## config.mk

```make
export PLATFORM = sky130hd
export DESIGN_NAME = kps_ram
export DESIGN_NICKNAME = d
export VERILOG_FILES = /design/src/hw/rtl/kps_ram.sv
export SDC_FILE = /design/constraint.sdc
export NUM_CORES = 1
export LEC_CHECK = 0
export BUFFER_PORTS_ARGS = -buffer_cell sky130_fd_sc_hd__buf_2
export CORE_MARGIN = 3
export CORE_UTILIZATION = 60
export DETAILED_ROUTE_END_ITERATION = 7
export PLACE_DENSITY = 0.76
export SLEW_MARGIN = 20
export SYNTH_ARGS = -nofsm -noshare
export SYNTH_HDL_FRONTEND = slang
export SYNTH_SLANG_ARGS = --single-unit
```

## constraint.sdc

```tcl
create_clock -name clk -period 2.65 [get_ports clk]
set_input_delay 0.53 -clock clk [delete_from_list [all_inputs] [get_ports clk]]
set_output_delay 0.53 -clock clk [all_outputs]
set_load 0.1 [all_outputs]
```

## src/hw/rtl/kps_ram.sv

```systemverilog
// kps_ram: generic single-write, single-read RAM with a registered read.
// Used by the keyed priority store for its key/priority table. No dependencies.
`default_nettype none

module kps_ram #(
    parameter int WIDTH = 8,
    parameter int DEPTH = 16,
    localparam int AW = (DEPTH > 1) ? $clog2(DEPTH) : 1
) (
    input  wire logic             clk,
    input  wire logic             wr_en,
    input  wire logic [AW-1:0]    wr_addr,
    input  wire logic [WIDTH-1:0] wr_data,
    input  wire logic             rd_en,
    input  wire logic [AW-1:0]    rd_addr,
    output logic      [WIDTH-1:0] rd_data
);

    logic [WIDTH-1:0] mem [DEPTH];

    always_ff @(posedge clk)
    begin
        if (wr_en)
        begin
            mem[wr_addr] <= wr_data;
        end
        if (rd_en)
        begin
            rd_data <= mem[rd_addr];
        end
    end

endmodule

`default_nettype wire

```

==> impl_metrics.toml <==
[timing]
setup_viol = 0
post-route-period-util_pct = 69.4
final-hold-violation-count = 0
final.setup.tns_ns = 0
clock_skew_ns = 0.00619
relSlewSlack_pct = 48.0
whs_ns = 0.394
slew_violations = 0
worst_pin_slew_ns = 0.779
grt_setup_unrepaired = "no"
fin_crit_ns = 1.84
fin_ws_ns = 0.812
fmax_mhz = 544

[status]
outcome = "completed"

[global_routing]
grt_pass1_vias = 2634
grt_max_degree = 33
grt_pass1_wl_um = 15500
grt_antenna_before_repair = 0
grt_usage_pct = 22.6
grt_overflow = 0

[clocking]
postCtsHoldBufs = 0
cts_setup_buffers = 0
cts_tree = "built"
worstSkewPairLatency_ns = 0.51
htreeDepth = 4
cts_sinks = 136
cts_resized = 0
cts_buffers = 17
cts.clk_slew.worst_paths_ns = 0.06
cts_root_buffer = "clkbuf_8"
cts_max_path_buffers = 2

[synthesis]
syn_area_sq_um = 5230
seq_area_frac_synth_pct = 78.1
netlist_instances = 229
synth_nets = 248
avgSynthCellArea_sq_um = 22.8
ys_ff_latch = 136
yosysWarnings = 0
synth.distinct_cells = 18

[critical_path]
ff2ff_path_depth = 3
cp.depth = 1
crit_buf_inv = 1
critical-path-max-stage-delay_ns = 0.44
cp_slowest_cell = "buf_2"
cp_top_family = "buffers and inverters"
cp_max_fo = 1
worst-setup-path-type = "reg2out"
arrival_ns = 1.31
endpoint_kind = "primary output"
cp_data_required_time_ns = 2.12
crit_chain = "buf_2"
start_kind = "register"

[place]
placed_cells = 369
dpl.hpwl_um = 6210
io_buffers = 26
place.gp.congestion = 0.735
pre_cts_ws_ns = 0.474

[drt]
vias = 2562
vias_per_cell = 6.39
drtPass1Iterations = 5
avgRoutedWirePerCell_um = 25.2
post-route-drc-count = 0
routed_wirelength_um = 10100
drtIter0Drc = 263
drtAntennaViolNets = 0

[layout]
multi_input_area_sq_um = 1060
layout_common_cells = "136 x edfxtp_1, 26 x buf_2, 18 x mux4_2"
fin_nets = 302
instances_no_fill = 401
fillerInstances = 482
seq_area_sq_um = 4080
drive_above_1_share_pct = 30.7
syn2layout_area_growth_pct = 17.1
final_common_cell = "edfxtp_1"
num_antenna_cells = 0

[floorplanning]
io-pin-count = 27
dieArea_sq_um = 9870
row_count = 33
core_sq_um = 8340
die_width_um = 99.3
chipHeight_um = 99.3
initial_core_util_pct = 62.7

[worst_hold_path]
holdPathStages = 1
hold_path.class = "in2reg"

[pwr]
ir_drop_uv = 471
power_density_nw_per_um2 = 801
p_leak_uw = 0.00209

[flow_run]
drv_cap = 0
cells by family (layout without fill, tap and decap cells):
kind of cell           after synthesis  in the layout  share of synthesized area (%)
buffers and inverters               10             77                           1.65
AO/OA/AOI/OAI                       16             16                           2.30
AND/OR/NAND/NOR                     35             35                           3.14
flip-flops                         136            136                           78.1
multiplexers                        32             32                           14.8
metrics by stage:
stage / utilization (%) / area [sq um] / power [uW]
after floorplan: - / 5230 / 2680
after global placement: 66.8 / 5570 / 2780
after detailed placement: 66.8 / 5570 / 2780
after CTS: 73.4 / 6120 / 4930
after global routing: 73.4 / 6120 / 5050
final: 73.4 / 6120 / 4900
metal layers:
| metal | routed length (um) | vias up | global-route usage [%] |
|---|---|---|---|
| met4 | 227 | 0 | 8.72 |
| met3 | 889 | 23 | 6.66 |
| li1 | - | 1089 | - |
| met1 | 4250 | 1310 | 33.6 |
| met5 | 0 | - | 0 |
| met2 | 4750 | 140 | 32.4 |
worst paths after layout:
kind | startpoint | to | slack [ns]
max | rd_data[1] | rd_data[1] | 0.81
min | rd_en | rd_data[3] | 0.39
max reg2reg | mem[1][3] | rd_data[3] | 1.12
min reg2reg | mem[12][0] | rd_data[0] | 0.75
power by group:
group | total (uW) | internal [uW] | switching (uW)
Clock | 2160 | 1320 | 839
Sequential | 2440 | 2420 | 12.7
Combinational | 304 | 94.9 | 209
synth_stat cells:
| library cell | number | area, sq um |
|---|---|---|
| edfxtp_1 | 136 | 4080 |
| mux4_2 | 18 | 405 |
| a22oi_1 | 16 | 120 |
| mux4_1 | 14 | 368 |
| nor2_1 | 13 | 48.8 |
| nand2_1 | 9 | 33.8 |
| nor3_1 | 4 | 20.0 |
| buf_2 | 3 | 15.0 |
| buf_6 | 3 | 33.8 |
| clkdlybuf4s25_2 | 3 | 30.0 |
| nand2b_1 | 2 | 12.5 |
| nand3b_1 | 2 | 15.0 |
| and2_1 | 1 | 6.26 |
| and2b_1 | 1 | 7.51 |
| buf_4 | 1 | 7.51 |
| nand3_1 | 1 | 5.00 |
| nor2b_1 | 1 | 6.26 |
| or3b_2 | 1 | 8.76 |
area by class of cell:
type | instances | share of cell area (%)
clock buffer | 18 | 6.83
clock inverter | 14 | 2.17
multi-input combinational | 83 | 17.3
sequential | 136 | 66.7
tap | 105 | 2.15
timing repair buffer | 45 | 4.87
registers in the layout, indices dropped and copies added (netlist names):
register / flops
mem: 128
rd_data: 8
(Power assumes the default switching activity.)
